==> src/hw/rtl/idsl_pkg.sv <==
package idsl_pkg;

  // Number of ink channels the block is built for, and the number of slots
  // the pixel format carries. Only channels below ACT take part.
  localparam int CHANNELS = 4;
  localparam int NSLOTS   = 4;
  localparam int ACT      = (CHANNELS > NSLOTS) ? NSLOTS : CHANNELS;

  localparam int LVL_W  = 16;
  localparam int LIM_W  = 18;
  localparam int PROD_W = 2 * LVL_W;
  localparam int CH_W   = $clog2(NSLOTS);

  localparam logic [LVL_W-1:0]  UNITY = 16'hFFFF;
  localparam logic [PROD_W-1:0] HALF  = 32'd32767;

  localparam logic [NSLOTS-1:0] ACT_MASK = NSLOTS'((1 << ACT) - 1);

  // Limit divider retires two quotient bits per cycle.
  localparam int DIV_STEPS = LVL_W / 2;
  localparam int STEP_W    = $clog2(DIV_STEPS);

  localparam int QDEPTH = 2;
  localparam int QPTR_W = (QDEPTH > 1) ? $clog2(QDEPTH) : 1;
  localparam int QCNT_W = $clog2(QDEPTH + 1);

  localparam int CFG_IDX_W  = 3;
  localparam logic [CFG_IDX_W-1:0] CFG_DENSITY_0 = 3'd0;
  localparam logic [CFG_IDX_W-1:0] CFG_DENSITY_1 = 3'd1;
  localparam logic [CFG_IDX_W-1:0] CFG_DENSITY_2 = 3'd2;
  localparam logic [CFG_IDX_W-1:0] CFG_DENSITY_3 = 3'd3;
  localparam logic [CFG_IDX_W-1:0] CFG_INK_CAP   = 3'd4;

  typedef logic [NSLOTS-1:0][LVL_W-1:0] lvl_vec_t;

  typedef struct packed {
    lvl_vec_t          v;
    logic [LIM_W-1:0]  total;
    logic              limit;
    logic [NSLOTS-1:0] mask;
    logic              last;
  } entry_t;

  typedef struct packed {
    lvl_vec_t          v;
    logic              limited;
    logic [NSLOTS-1:0] mask;
    logic              last;
  } result_t;

  typedef enum logic [1:0] {
    FS_IDLE,
    FS_MUL,
    FS_DIV,
    FS_PUSH
  } front_state_t;

  typedef enum logic [1:0] {
    BS_IDLE,
    BS_MUL,
    BS_DIV,
    BS_OUT
  } back_state_t;

endpackage

==> src/hw/rtl/ink_density_scale_limit_unit.sv <==
// out_tvalid rises later after a pixel is accepted when the ink cap applies to it
// than when it does not. The front takes a new pixel only once the last one is
// scaled and queued; a capped pixel holds the shared serial divider for all of its
// channels; output stalls hold the back and, through the queue, the front.
// Reset (synchronous, rst_n low) restores unity densities, disables the cap, empties
// the queue and the output register and clears the per-line zero tracking.
module ink_density_scale_limit_unit (
  input  logic         clk,
  input  logic         rst_n,
  // Pixel input. in_tdata fields from bit 0 up: level_0, level_1, level_2,
  // level_3, 16 bits each. in_tlast carries last_pixel.
  input  logic         in_tvalid,
  output logic         in_tready,
  input  logic [63:0]  in_tdata,
  input  logic         in_tlast,
  // Result output. out_tdata fields from bit 0 up: out_0, out_1, out_2, out_3,
  // 16 bits each. out_tlast carries line_end.
  output logic         out_tvalid,
  input  logic         out_tready,
  output logic [63:0]  out_tdata,
  // out_tuser fields from bit 0 up: was_limited (1 bit), zero-channel mask
  // (4 bits), then zero fill.
  output logic [7:0]   out_tuser,
  output logic         out_tlast,
  // Register writes: index 0..3 density_0..density_3, index 4 the ink cap.
  input  logic         cfg_we,
  input  logic [2:0]   cfg_index,
  input  logic [17:0]  cfg_wdata
);
  import idsl_pkg::*;

  localparam int TUSER_PAD = 8 - 1 - NSLOTS;

  // Configuration registers. The user must write them only while the pipeline is
  // idle; the block does not enforce it. The front and back read them directly.
  lvl_vec_t         density_r;
  logic [LIM_W-1:0] ink_cap_r;

  logic    push_valid, push_ready;
  entry_t  push_entry;
  logic    pop_valid, pop_ready;
  entry_t  pop_entry;
  result_t out_result;

  always_ff @(posedge clk) begin
    if (!rst_n) begin
      for (int i = 0; i < NSLOTS; i++) begin
        density_r[i] <= UNITY;
      end
      ink_cap_r <= '0;
    end else if (cfg_we) begin
      if (cfg_index < CFG_IDX_W'(NSLOTS)) begin
        density_r[cfg_index[CH_W-1:0]] <= cfg_wdata[LVL_W-1:0];
      end else if (cfg_index == CFG_INK_CAP) begin
        ink_cap_r <= cfg_wdata;
      end
    end
  end

  // The front scales each channel by its density with one shared multiplier,
  // one channel at a time (multiply, then divide), and tracks which channels
  // stayed at zero on the current line. It also decides if the ink limit applies.
  idsl_front u_front (
    .clk        (clk),
    .rst_n      (rst_n),
    .in_valid   (in_tvalid),
    .in_ready   (in_tready),
    .in_level   (in_tdata),
    .in_last    (in_tlast),
    .density    (density_r),
    .ink_cap    (ink_cap_r),
    .push_valid (push_valid),
    .push_ready (push_ready),
    .push_entry (push_entry)
  );

  // A short queue lets the front keep scaling while the back is busy in the
  // limit divider or waiting on a stalled output.
  idsl_queue u_queue (
    .clk        (clk),
    .rst_n      (rst_n),
    .push_valid (push_valid),
    .push_ready (push_ready),
    .push_entry (push_entry),
    .pop_valid  (pop_valid),
    .pop_ready  (pop_ready),
    .pop_entry  (pop_entry)
  );

  // The back applies the ink limit through one serial divider shared by all
  // channels and holds the finished result in the output register.
  idsl_back u_back (
    .clk        (clk),
    .rst_n      (rst_n),
    .pop_valid  (pop_valid),
    .pop_ready  (pop_ready),
    .pop_entry  (pop_entry),
    .ink_cap    (ink_cap_r),
    .out_valid  (out_tvalid),
    .out_ready  (out_tready),
    .out_result (out_result)
  );

  assign out_tdata = out_result.v;
  assign out_tuser = {{TUSER_PAD{1'b0}}, out_result.mask, out_result.limited};
  assign out_tlast = out_result.last;

endmodule

==> src/hw/rtl/idsl_front.sv <==
module idsl_front (
  input  logic                          clk,
  input  logic                          rst_n,
  input  logic                          in_valid,
  output logic                          in_ready,
  input  idsl_pkg::lvl_vec_t            in_level,
  input  logic                          in_last,
  input  idsl_pkg::lvl_vec_t            density,
  input  logic [idsl_pkg::LIM_W-1:0]    ink_cap,
  output logic                          push_valid,
  input  logic                          push_ready,
  output idsl_pkg::entry_t              push_entry
);
  import idsl_pkg::*;

  front_state_t      state_r, state_nxt;
  logic [CH_W-1:0]   ch_r;
  lvl_vec_t          lvl_r;
  logic              last_r;
  logic [PROD_W-1:0] prod_r;
  lvl_vec_t          v_r;
  logic [LIM_W-1:0]  total_r;
  logic [NSLOTS-1:0] seen_r;

  logic [LVL_W-1:0]  q0;
  logic [LVL_W:0]    rsum;
  logic [LVL_W-1:0]  quot;
  logic [LVL_W-1:0]  scaled;
  logic [LVL_W-1:0]  dsel;
  logic [LIM_W-1:0]  dens_sum;
  logic              ch_last;
  logic              limit;

  // Division by 65535: x = q0*65535 + (q0 + lo), and that remainder stays
  // below twice the divisor, so one correction suffices.
  always_comb begin
    dsel    = density[ch_r];
    q0      = prod_r[PROD_W-1:LVL_W];
    rsum    = {1'b0, q0} + {1'b0, prod_r[LVL_W-1:0]};
    quot    = q0 + LVL_W'(rsum >= {1'b0, UNITY});
    if (dsel == '0) begin
      scaled = '0;
    end else if (dsel == UNITY) begin
      scaled = lvl_r[ch_r];
    end else begin
      scaled = quot;
    end
    ch_last = (ch_r == CH_W'(ACT - 1));
  end

  always_comb begin
    dens_sum = '0;
    for (int i = 0; i < ACT; i++) begin
      dens_sum = dens_sum + LIM_W'(density[i]);
    end
    limit = (ink_cap != '0) && (ink_cap < dens_sum) && (total_r > ink_cap);
  end

  always_comb begin
    state_nxt = state_r;
    case (state_r)
      FS_IDLE: begin
        if (in_valid) state_nxt = FS_MUL;
      end
      FS_MUL:  state_nxt = FS_DIV;
      FS_DIV: begin
        state_nxt = ch_last ? FS_PUSH : FS_MUL;
      end
      FS_PUSH: begin
        if (push_ready) state_nxt = FS_IDLE;
      end
      default: state_nxt = FS_IDLE;
    endcase
  end

  always_comb begin
    in_ready         = (state_r == FS_IDLE);
    push_valid       = (state_r == FS_PUSH);
    push_entry.v     = v_r;
    push_entry.total = total_r;
    push_entry.limit = limit;
    push_entry.mask  = ~seen_r & ACT_MASK;
    push_entry.last  = last_r;
  end

  always_ff @(posedge clk) begin
    if (!rst_n) begin
      state_r <= FS_IDLE;
      seen_r  <= '0;
    end else begin
      state_r <= state_nxt;
      if (state_r == FS_DIV && scaled != '0) begin
        seen_r[ch_r] <= 1'b1;
      end
      if (state_r == FS_PUSH && push_ready && last_r) begin
        seen_r <= '0;
      end
    end
  end

  always_ff @(posedge clk) begin
    case (state_r)
      FS_IDLE: begin
        if (in_valid) begin
          lvl_r   <= in_level;
          last_r  <= in_last;
          v_r     <= '0;
          total_r <= '0;
          ch_r    <= '0;
        end
      end
      FS_MUL: begin
        prod_r <= PROD_W'(lvl_r[ch_r]) * PROD_W'(dsel) + HALF;
      end
      FS_DIV: begin
        v_r[ch_r] <= scaled;
        total_r   <= total_r + LIM_W'(scaled);
        if (!ch_last) ch_r <= ch_r + 1'b1;
      end
      default: begin
      end
    endcase
  end

  assert property (@(posedge clk) disable iff (!rst_n)
    (state_r == FS_PUSH) |-> ch_last)
    else $error("front pushed a pixel before all channels were scaled");

endmodule

==> src/hw/rtl/idsl_queue.sv <==
module idsl_queue (
  input  logic              clk,
  input  logic              rst_n,
  input  logic              push_valid,
  output logic              push_ready,
  input  idsl_pkg::entry_t  push_entry,
  output logic              pop_valid,
  input  logic              pop_ready,
  output idsl_pkg::entry_t  pop_entry
);
  import idsl_pkg::*;

  entry_t            mem_r [QDEPTH];
  logic [QPTR_W-1:0] wr_ptr_r;
  logic [QPTR_W-1:0] rd_ptr_r;
  logic [QCNT_W-1:0] count_r;
  logic              do_push;
  logic              do_pop;

  assign push_ready = (count_r != QCNT_W'(QDEPTH));
  assign pop_valid  = (count_r != '0);
  assign pop_entry  = mem_r[rd_ptr_r];
  assign do_push    = push_valid && push_ready;
  assign do_pop     = pop_valid && pop_ready;

  always_ff @(posedge clk) begin
    if (!rst_n) begin
      wr_ptr_r <= '0;
      rd_ptr_r <= '0;
      count_r  <= '0;
    end else begin
      if (do_push) begin
        wr_ptr_r <= (wr_ptr_r == QPTR_W'(QDEPTH - 1)) ? '0 : wr_ptr_r + 1'b1;
      end
      if (do_pop) begin
        rd_ptr_r <= (rd_ptr_r == QPTR_W'(QDEPTH - 1)) ? '0 : rd_ptr_r + 1'b1;
      end
      case ({do_push, do_pop})
        2'b10:   count_r <= count_r + 1'b1;
        2'b01:   count_r <= count_r - 1'b1;
        default: count_r <= count_r;
      endcase
    end
  end

  always_ff @(posedge clk) begin
    if (do_push) mem_r[wr_ptr_r] <= push_entry;
  end

  assert property (@(posedge clk) disable iff (!rst_n)
    count_r <= QCNT_W'(QDEPTH))
    else $error("queue occupancy above its depth");

  assert property (@(posedge clk) disable iff (!rst_n)
    (count_r == '0) |-> (wr_ptr_r == rd_ptr_r))
    else $error("queue pointers disagree while empty");

endmodule

==> src/hw/rtl/idsl_back.sv <==
module idsl_back (
  input  logic                        clk,
  input  logic                        rst_n,
  input  logic                        pop_valid,
  output logic                        pop_ready,
  input  idsl_pkg::entry_t            pop_entry,
  input  logic [idsl_pkg::LIM_W-1:0]  ink_cap,
  output logic                        out_valid,
  input  logic                        out_ready,
  output idsl_pkg::result_t           out_result
);
  import idsl_pkg::*;

  back_state_t       state_r, state_nxt;
  entry_t            ent_r;
  lvl_vec_t          v_r;
  logic [CH_W-1:0]   ch_r;
  logic [STEP_W-1:0] step_r;
  logic [LIM_W-1:0]  rem_r;
  logic [LVL_W-1:0]  num_r;
  logic [LVL_W-1:0]  quo_r;
  logic              out_valid_r;
  result_t           res_r;

  logic [LIM_W+LVL_W-1:0] prod;
  logic [LIM_W:0]    r1, r1s, r2, r2s;
  logic              b1, b2;
  logic              slot_free;
  logic              load_out;
  logic              ch_last;
  logic              step_last;

  // Restoring division, two quotient bits per cycle. The quotient is known to
  // fit in 16 bits because the limit is below the total.
  always_comb begin
    prod      = (LIM_W+LVL_W)'(ent_r.v[ch_r]) * (LIM_W+LVL_W)'(ink_cap);
    r1        = {rem_r, num_r[LVL_W-1]};
    b1        = (r1 >= {1'b0, ent_r.total});
    r1s       = b1 ? r1 - {1'b0, ent_r.total} : r1;
    r2        = {r1s[LIM_W-1:0], num_r[LVL_W-2]};
    b2        = (r2 >= {1'b0, ent_r.total});
    r2s       = b2 ? r2 - {1'b0, ent_r.total} : r2;
    ch_last   = (ch_r == CH_W'(ACT - 1));
    step_last = (step_r == STEP_W'(DIV_STEPS - 1));
    slot_free = !out_valid_r || out_ready;
  end

  always_comb begin
    state_nxt = state_r;
    case (state_r)
      BS_IDLE: begin
        if (pop_valid) state_nxt = pop_entry.limit ? BS_MUL : BS_OUT;
      end
      BS_MUL:  state_nxt = BS_DIV;
      BS_DIV: begin
        if (step_last) state_nxt = ch_last ? BS_OUT : BS_MUL;
      end
      BS_OUT: begin
        if (slot_free) state_nxt = BS_IDLE;
      end
      default: state_nxt = BS_IDLE;
    endcase
  end

  always_comb begin
    pop_ready = (state_r == BS_IDLE);
    load_out  = (state_r == BS_OUT) && slot_free;
  end

  assign out_valid  = out_valid_r;
  assign out_result = res_r;

  always_ff @(posedge clk) begin
    if (!rst_n) begin
      state_r     <= BS_IDLE;
      out_valid_r <= 1'b0;
    end else begin
      state_r <= state_nxt;
      if (load_out) begin
        out_valid_r <= 1'b1;
      end else if (out_ready) begin
        out_valid_r <= 1'b0;
      end
    end
  end

  always_ff @(posedge clk) begin
    case (state_r)
      BS_IDLE: begin
        if (pop_valid) begin
          ent_r <= pop_entry;
          v_r   <= pop_entry.v;
          ch_r  <= '0;
        end
      end
      BS_MUL: begin
        rem_r  <= prod[LIM_W+LVL_W-1:LVL_W];
        num_r  <= prod[LVL_W-1:0];
        step_r <= '0;
      end
      BS_DIV: begin
        rem_r  <= r2s[LIM_W-1:0];
        num_r  <= {num_r[LVL_W-3:0], 2'b00};
        quo_r  <= {quo_r[LVL_W-3:0], b1, b2};
        step_r <= step_r + 1'b1;
        if (step_last) begin
          v_r[ch_r] <= {quo_r[LVL_W-3:0], b1, b2};
          if (!ch_last) ch_r <= ch_r + 1'b1;
        end
      end
      BS_OUT: begin
        if (slot_free) begin
          res_r.v       <= v_r;
          res_r.limited <= ent_r.limit;
          res_r.mask    <= ent_r.mask;
          res_r.last    <= ent_r.last;
        end
      end
      default: begin
      end
    endcase
  end

  assert property (@(posedge clk) disable iff (!rst_n)
    (state_r == BS_DIV) |-> (ink_cap < ent_r.total))
    else $error("limit divider running on a pixel within the limit");

  assert property (@(posedge clk) disable iff (!rst_n)
    (state_r == BS_DIV) |-> (rem_r < ent_r.total))
    else $error("divider remainder not below the divisor");

endmodule

==> config.mk <==
export PLATFORM = sky130hd
export DESIGN_NAME = ink_density_scale_limit_unit
export DESIGN_NICKNAME = d
export VERILOG_FILES = /design/src/hw/rtl/idsl_pkg.sv /design/src/hw/rtl/ink_density_scale_limit_unit.sv /design/src/hw/rtl/idsl_front.sv /design/src/hw/rtl/idsl_queue.sv /design/src/hw/rtl/idsl_back.sv
export SDC_FILE = /design/constraint.sdc
export NUM_CORES = 2
export LEC_CHECK = 0
export BUFFER_PORTS_ARGS = -buffer_cell sky130_fd_sc_hd__buf_2
export CORE_ASPECT_RATIO = 0.8
export CORE_UTILIZATION = 42
export CTS_BUF_LIST = sky130_fd_sc_hd__clkbuf_8
export CTS_CLUSTER_SIZE = 10
export DETAILED_ROUTE_END_ITERATION = 16
export GPL_TIMING_DRIVEN = 0
export HOLD_SLACK_MARGIN = 0.05
export PLACE_DENSITY = 0.68
export SLEW_MARGIN = 20
export SYNTH_ARGS = -nofsm -noshare
export SYNTH_HDL_FRONTEND = slang
export SYNTH_SLANG_ARGS = --single-unit
==> constraint.sdc <==
create_clock -name clk -period 22.5 [get_ports clk]
set_clock_uncertainty 0.15 [all_clocks]
set_input_delay 2.25 -clock clk [delete_from_list [all_inputs] [get_ports clk]]
set_output_delay 2.25 -clock clk [all_outputs]
set_load 0.1 [all_outputs]
== After elaboration in Yosys (flattened, before gate mapping) ==
Memories as Yosys holds them, arrays and structs flattened. A register that Yosys moved wholly into a read port is not among the register bits.
Index checks and enable logic that the tools add are counted.
Operators by class
  add/subtract/negate cells: 16
  multiply operators: 2
  magnitude comparators: 12
  eq/ne operators: 21
  muxes and demuxes: 57
  bitwise gates (word level): 4
  reductions and logical operators: 35
Operator list (number)
  64-bit case mux with 2 select lines: 2
  64-bit bitwise mux: 3
  64-bit 2-to-1 mux: 3
  16-bit 2-to-1 mux: 8
  16-bit binary-select mux with 2-bit select: 3
  16-bit demux with 2-bit select: 3
  18-bit case mux with 2 select lines: 2
  18-bit by 16-bit adder with 18-bit output: 3
  18-bit 2-to-1 mux: 3
  19-bit by 18-bit greater-or-equal comparator with 1-bit output: 2
  18-bit subtractor: 2
  16-bit by 16-bit adder with 17-bit output: 2
  16-bit by 18-bit multiplier with 34-bit output: 1
  32-bit by 15-bit adder with 32-bit output, second input constant: 1
  16-bit by 16-bit multiplier with 32-bit output: 1
  16-bit case mux with 2 select lines: 1
  2-bit 2-to-1 mux: 13
  18-bit > comparator: 1
  18-bit < comparator: 1
  18-bit nonzero test: 1
  17-bit by 16-bit greater-or-equal comparator with 1-bit output, second input constant: 1
  16-bit by 1-bit adder with 16-bit output: 1
  16-bit == test, second input constant: 1
  16-bit zero test: 1
  30 further kinds: 87
Storage, ports and cells
  register bits: 551
  memory bits (writable): 176
  input port bits: 91
  output and inout bits: 75
  logic and storage cells: 196
  memories kept: 1
Memory list
  u_queue.mem_r: depth 2, bits a word 88, rd ports 1, clocked after memory_dff 1, write ports 1, line idsl_queue.sv:13  | entry_t mem_r [QDEPTH];

== Depth between registers and ports, before layout ==
  word-level depth: 7
  mapped depth: 29
  depth with buffers taken out: 26

== Cells and area by module ==
From an unflattened synthesis, not the netlist that was laid out.
Unflattened totals
  cell total of the unflattened synthesis: 4540
  area, all modules: 52479.1 um^2
By module, submodules not included
  idsl_back: times used 1, cells each 1894, area an instance 21587.0 um^2, seq. area each 8318.0 um^2
  idsl_front: times used 1, cells each 2034, area an instance 20987.6 um^2, seq. area each 5555.3 um^2
  idsl_queue: times used 1, cells each 298, area an instance 6580.1 um^2, seq. area each 5385.2 um^2
  ink_density_scale_limit_unit: times used 1, cells each 314, area an instance 3324.4 um^2, seq. area each 1641.6 um^2

== Least setup slack after synthesis ==
OpenSTA, ideal clock, no wires.
  path kind: register -> register
  start: reg u_back.ch_r[0]
  end: reg u_back.rem_r[14], data pin
  setup time: 0.274 ns
  arrival time: 7.378 ns
  data required time: 22.076 ns
  slack: 14.699 ns
  cell stages (with the launch flop): 25
  buffers on the path: 3
  clock period less this slack: 7.801 ns
  path through: edfxtp_1 > clkbuf_1 > clkbuf_1 > mux4_2 > buf_1 > nand2_1 > fa_1 > inv_1 > fa_1 > fa_1 > fa_1 > fa_1 > inv_1 > fa_1 > inv_1 > ha_1 > a21o_1 > a21o_1 > a2111oi_0 > o21ai_0 > a41oi_1 > a31oi_1 > a31oi_1 > xor2_1 > mux2i_1
Between the ends
  longest elaborated chain between the ends: 4
RTL lines
  start: declaration: line idsl_back.sv:17  | logic [CH_W-1:0] ch_r;
  start signal: assignment: line idsl_back.sv:108  | if (!ch_last) ch_r <= ch_r + 1'b1;
  16-bit binary-select mux with 2-bit select: line idsl_back.sv:36  | prod = (LIM_W+LVL_W)'(ent_r.v[ch_r]) * (LIM_W+LVL_W)'(ink_cap);
  16-bit 2-to-1 mux (implied by the code): line idsl_back.sv:36
  16-bit by 18-bit multiplier with 34-bit output: line idsl_back.sv:36
  18-bit case mux with 2 select lines: line idsl_back.sv:88  | case (state_r)
  end signal: assignment: line idsl_back.sv:97  | rem_r <= prod[LIM_W+LVL_W-1:LVL_W];
  end signal: assignment: line idsl_back.sv:102  | rem_r <= r2s[LIM_W-1:0];
  end: declaration: line idsl_back.sv:19  | logic [LIM_W-1:0] rem_r;
Every way passes these cells. The select of a mux whose other input is x is not followed.
A chain may end at the register's enable or synchronous reset.

== Final worst setup path ==
  start: reg u_front.ch_r[1]
  end: reg u_front.prod_r[24], data pin
Between the ends
  longest elaborated chain between the ends: 4
  elaborated cells between the ends (all ways): 6
  classes of those cells: add/sub (1); mul (1); mux (4)
RTL lines
  start: declaration: line idsl_front.sv:17  | logic [CH_W-1:0] ch_r;
  start signal: assignment: line idsl_front.sv:118  | if (!ch_last) ch_r <= ch_r + 1'b1;
  16-bit binary-select mux with 2-bit select (on tied branches): line idsl_front.sv:113, idsl_front.sv:37
  16-bit 2-to-1 mux (on tied branches): line idsl_front.sv:113, idsl_front.sv:37
  16-bit by 16-bit multiplier with 32-bit output (*): line idsl_front.sv:113  | prod_r <= PROD_W'(lvl_r[ch_r]) * PROD_W'(dsel) + HALF;
  32-bit by 15-bit adder with 32-bit output (*): line idsl_front.sv:113
  end signal: assignment: line idsl_front.sv:113
  end: declaration: line idsl_front.sv:20  | logic [PROD_W-1:0] prod_r;
Every way passes the cells marked *; elsewhere a longest branch is shown, timed or not. The select of a mux whose other input is x is not followed.

==> results.json <==
{
  "endpoint_kind": "flop",
  "grt_use_total_pct": 22.1,
  "final_area_sq_um": 57400,
  "fmax_ghz": 0.0994,
  "timing.rr.start": "u_front.ch_r[1]",
  "worst-path-max-fanout": 10,
  "startpoint_type": "flop",
  "yosys_warnings": 0,
  "drc": 0,
  "wirelength_microns": 137000,
  "fin_crit_sh_pct": 44.7,
  "ys_top_cells_by_area": "edfxtp_1, fa_1, ha_1",
  "tightest_slew_ns": 1.31,
  "slew_headroom_pct": 11.9,
  "crit_type": "reg2reg",
  "drt_iter0_drc": 3028,
  "final_cell_mix": "inv_1, edfxtp_1, nand2_1, fa_1, ha_1",
  "syn_inst": 4525,
  "cts_max_path_buffers": 3,
  "place_congestion": 0.924,
  "path_clk_slew_ns": 0.07,
  "cts_tree": "built",
  "hpwl_microns": 107000,
  "rsz0062_at_grt": "false",
  "maxSlewViolCount": 0,
  "hp-class": "reg2reg",
  "die_w_microns": 394,
  "crit_required_ns": 22.84,
  "crit_top_cell": "fa_1",
  "drt.antenna.violating_nets": 0,
  "drt_first_pass_iters": 9,
  "hold_viol": 0,
  "clock-root-buffer": "clkbuf_8",
  "synth_top_cell_by_area": "edfxtp_1",
  "worstPathArrival_ns": 10.39,
  "layoutNonFillerInstCount": 6556,
  "hold_depth": 0,
  "cts_resized": 0,
  "grt-ovfl-total": 0,
  "r2r_slack_ns": 12.44,
  "grt_max_degree": 58,
  "cts.sinks": 728,
  "io_buffer_count": 162,
  "post_synth_num_cell_types": 81,
  "pin_count": 166,
  "finalSetupViolCount": 0,
  "dpl_cell_area_sq_um": 55000,
  "area_growth_syn_to_layout_pct": 11.1,
  "clk_latency_ns": 0.83,
  "yosysSeqAreaShare_pct": 40.5,
  "cts.htree.levels": 3,
  "yosysTopAreaCellShare_pct": 36.8,
  "slowest_stage": "o311ai_0",
  "viasPerCell": 5.36,
  "dr_total_vias": 35200,
  "wl_per_cell_microns": 20.9,
  "min_from": "u_back.v_r[36]",
  "core_sq_um": 121000,
  "fp-row-count": 114,
  "max_cap_viol_count": 0,
  "synth_edf_count": 632,
  "r2r_end": "u_front.prod_r[24]",
  "setup_tns_ns": 0,
  "grt_pass1_wl_microns": 208000,
  "synthArstFlopShare_pct": 0,
  "dieArea_sq_um": 124000,
  "start_util_pct": 42.5,
  "syn_avg_cell_area_sq_um": 11.4,
  "min_period_ns": 10.06,
  "cts_setup_buffers": 0,
  "dp_cells": 6334,
  "grt_pass1_vias": 35200,
  "ff2ff_path_depth": 26,
  "synth-seq-cells": 728,
  "synth-main-ff-cell": "edfxtp_1",
  "drive_above_1_share_pct": 11.6,
  "cts-buffers-inserted": 116,
  "final_common_cell": "inv_1",
  "fin_nets": 5724,
  "syn_area_sq_um": 51600,
  "crit_path_max_incr_delay_ns": 0.78,
  "dieHeight_microns": 316,
  "status": "completed",
  "hold_path_end": "u_back.out_result[42]",
  "antenna_found_initial": 10,
  "hold_buffers": 0
}
==> stage by stage <==
step                setup WS, ns  utilization, %  hold slack (ns)
floorplan                  14.70               -            0.250
global placement           12.66            44.9            0.256
detailed placement         12.73            45.3            0.255
CTS                        12.68            47.2            0.257
global route               12.07            47.3            0.265
finish                     12.44            47.3            0.264
==> worst max path at each step <==
stage                         start                  to  slack (ns)  cells after the start
floorplan            u_back.ch_r[0]    u_back.rem_r[14]       14.70                     24
global placement    u_front.ch_r[1]  u_front.prod_r[24]       12.66                     26
detailed placement  u_front.ch_r[1]  u_front.prod_r[24]       12.73                     26
CTS                 u_front.ch_r[1]  u_front.prod_r[24]       12.68                     26
global route        u_front.ch_r[1]  u_front.prod_r[24]       12.07                     26
finish              u_front.ch_r[1]  u_front.prod_r[24]       12.44                     26
==> Yosys cell counts, types with 67 or more instances <==
cell type and n:
inv_1 633, edfxtp_1 632, nand2_1 528, fa_1 452, ha_1 353, and2_1 239, nor2_1 193, clkbuf_1 144
a21oi_1 118, mux2_2 115, dfxtp_1 96, mux2i_1 93, xnor2_1 86, o21ai_0 79, a22o_1 67
==> worst max-delay path: cells and delay by family (launching register included) <==
family | cells | cell delay, ns
adders and majority gates | 7 | 3.32
DFF | 1 | 0.60
muxes | 1 | 0.58
AOI/OAI and AO/OA | 9 | 2.88
and+or+nand+nor | 1 | 0.14
buffers and inverters | 8 | 2.02
==> flip-flops by register name, indices dropped and copies added, names as in the netlist, 32 cells and up, named ones only <==
name / cells
u_front.push_entry: 64
u_back.v_r: 64
u_front.lvl_r: 64
u_queue.mem_r: 176
density_r: 64
u_front.prod_r: 32
u_back.out_result: 70
u_back.ent_r: 88
==> layer usage <==
| metal | global-route usage (%) | share of wire, % |
|---|---|---|
| met3 | 5.53 | 9.7 |
| met1 | 30.7 | 44 |
| met2 | 33.9 | 43 |
| met5 | 0 | 0.0073 |
| met4 | 7.76 | 3.5 |
==> cell families (layout without fill, tap and decap cells) <==
kind of cell    Yosys count  count (layout)  synth area share, %
fa+ha+maj               805             805                 26.1
simple gates           1206            1206                 11.0
xor+xnor                149             149                 2.53
compound gates          564             564                 7.70
other cells               1              10              0.00726
flops                   728             728                 40.5
buf+inv                 822            1220                 6.10
mux                     250             250                 6.13
==> final cells by class <==
cell class                      instances  area [sq um]
Clock inverter                         92           698
Inverter                              634          2380
Multi-Input combinational cell       2977         27700
Timing Repair Buffer                  183          1220
Antenna cell                            7          17.5
Buffer                                188           769
Clock buffer                          123          1690
Sequential cell                       728         20900
Tap cell                             1624          2030
Fill cell                           10900         64000
Power is left out: the tool's default activity adds up to more than one toggle a clock period on the data nets, which glitch-free logic cannot reach.
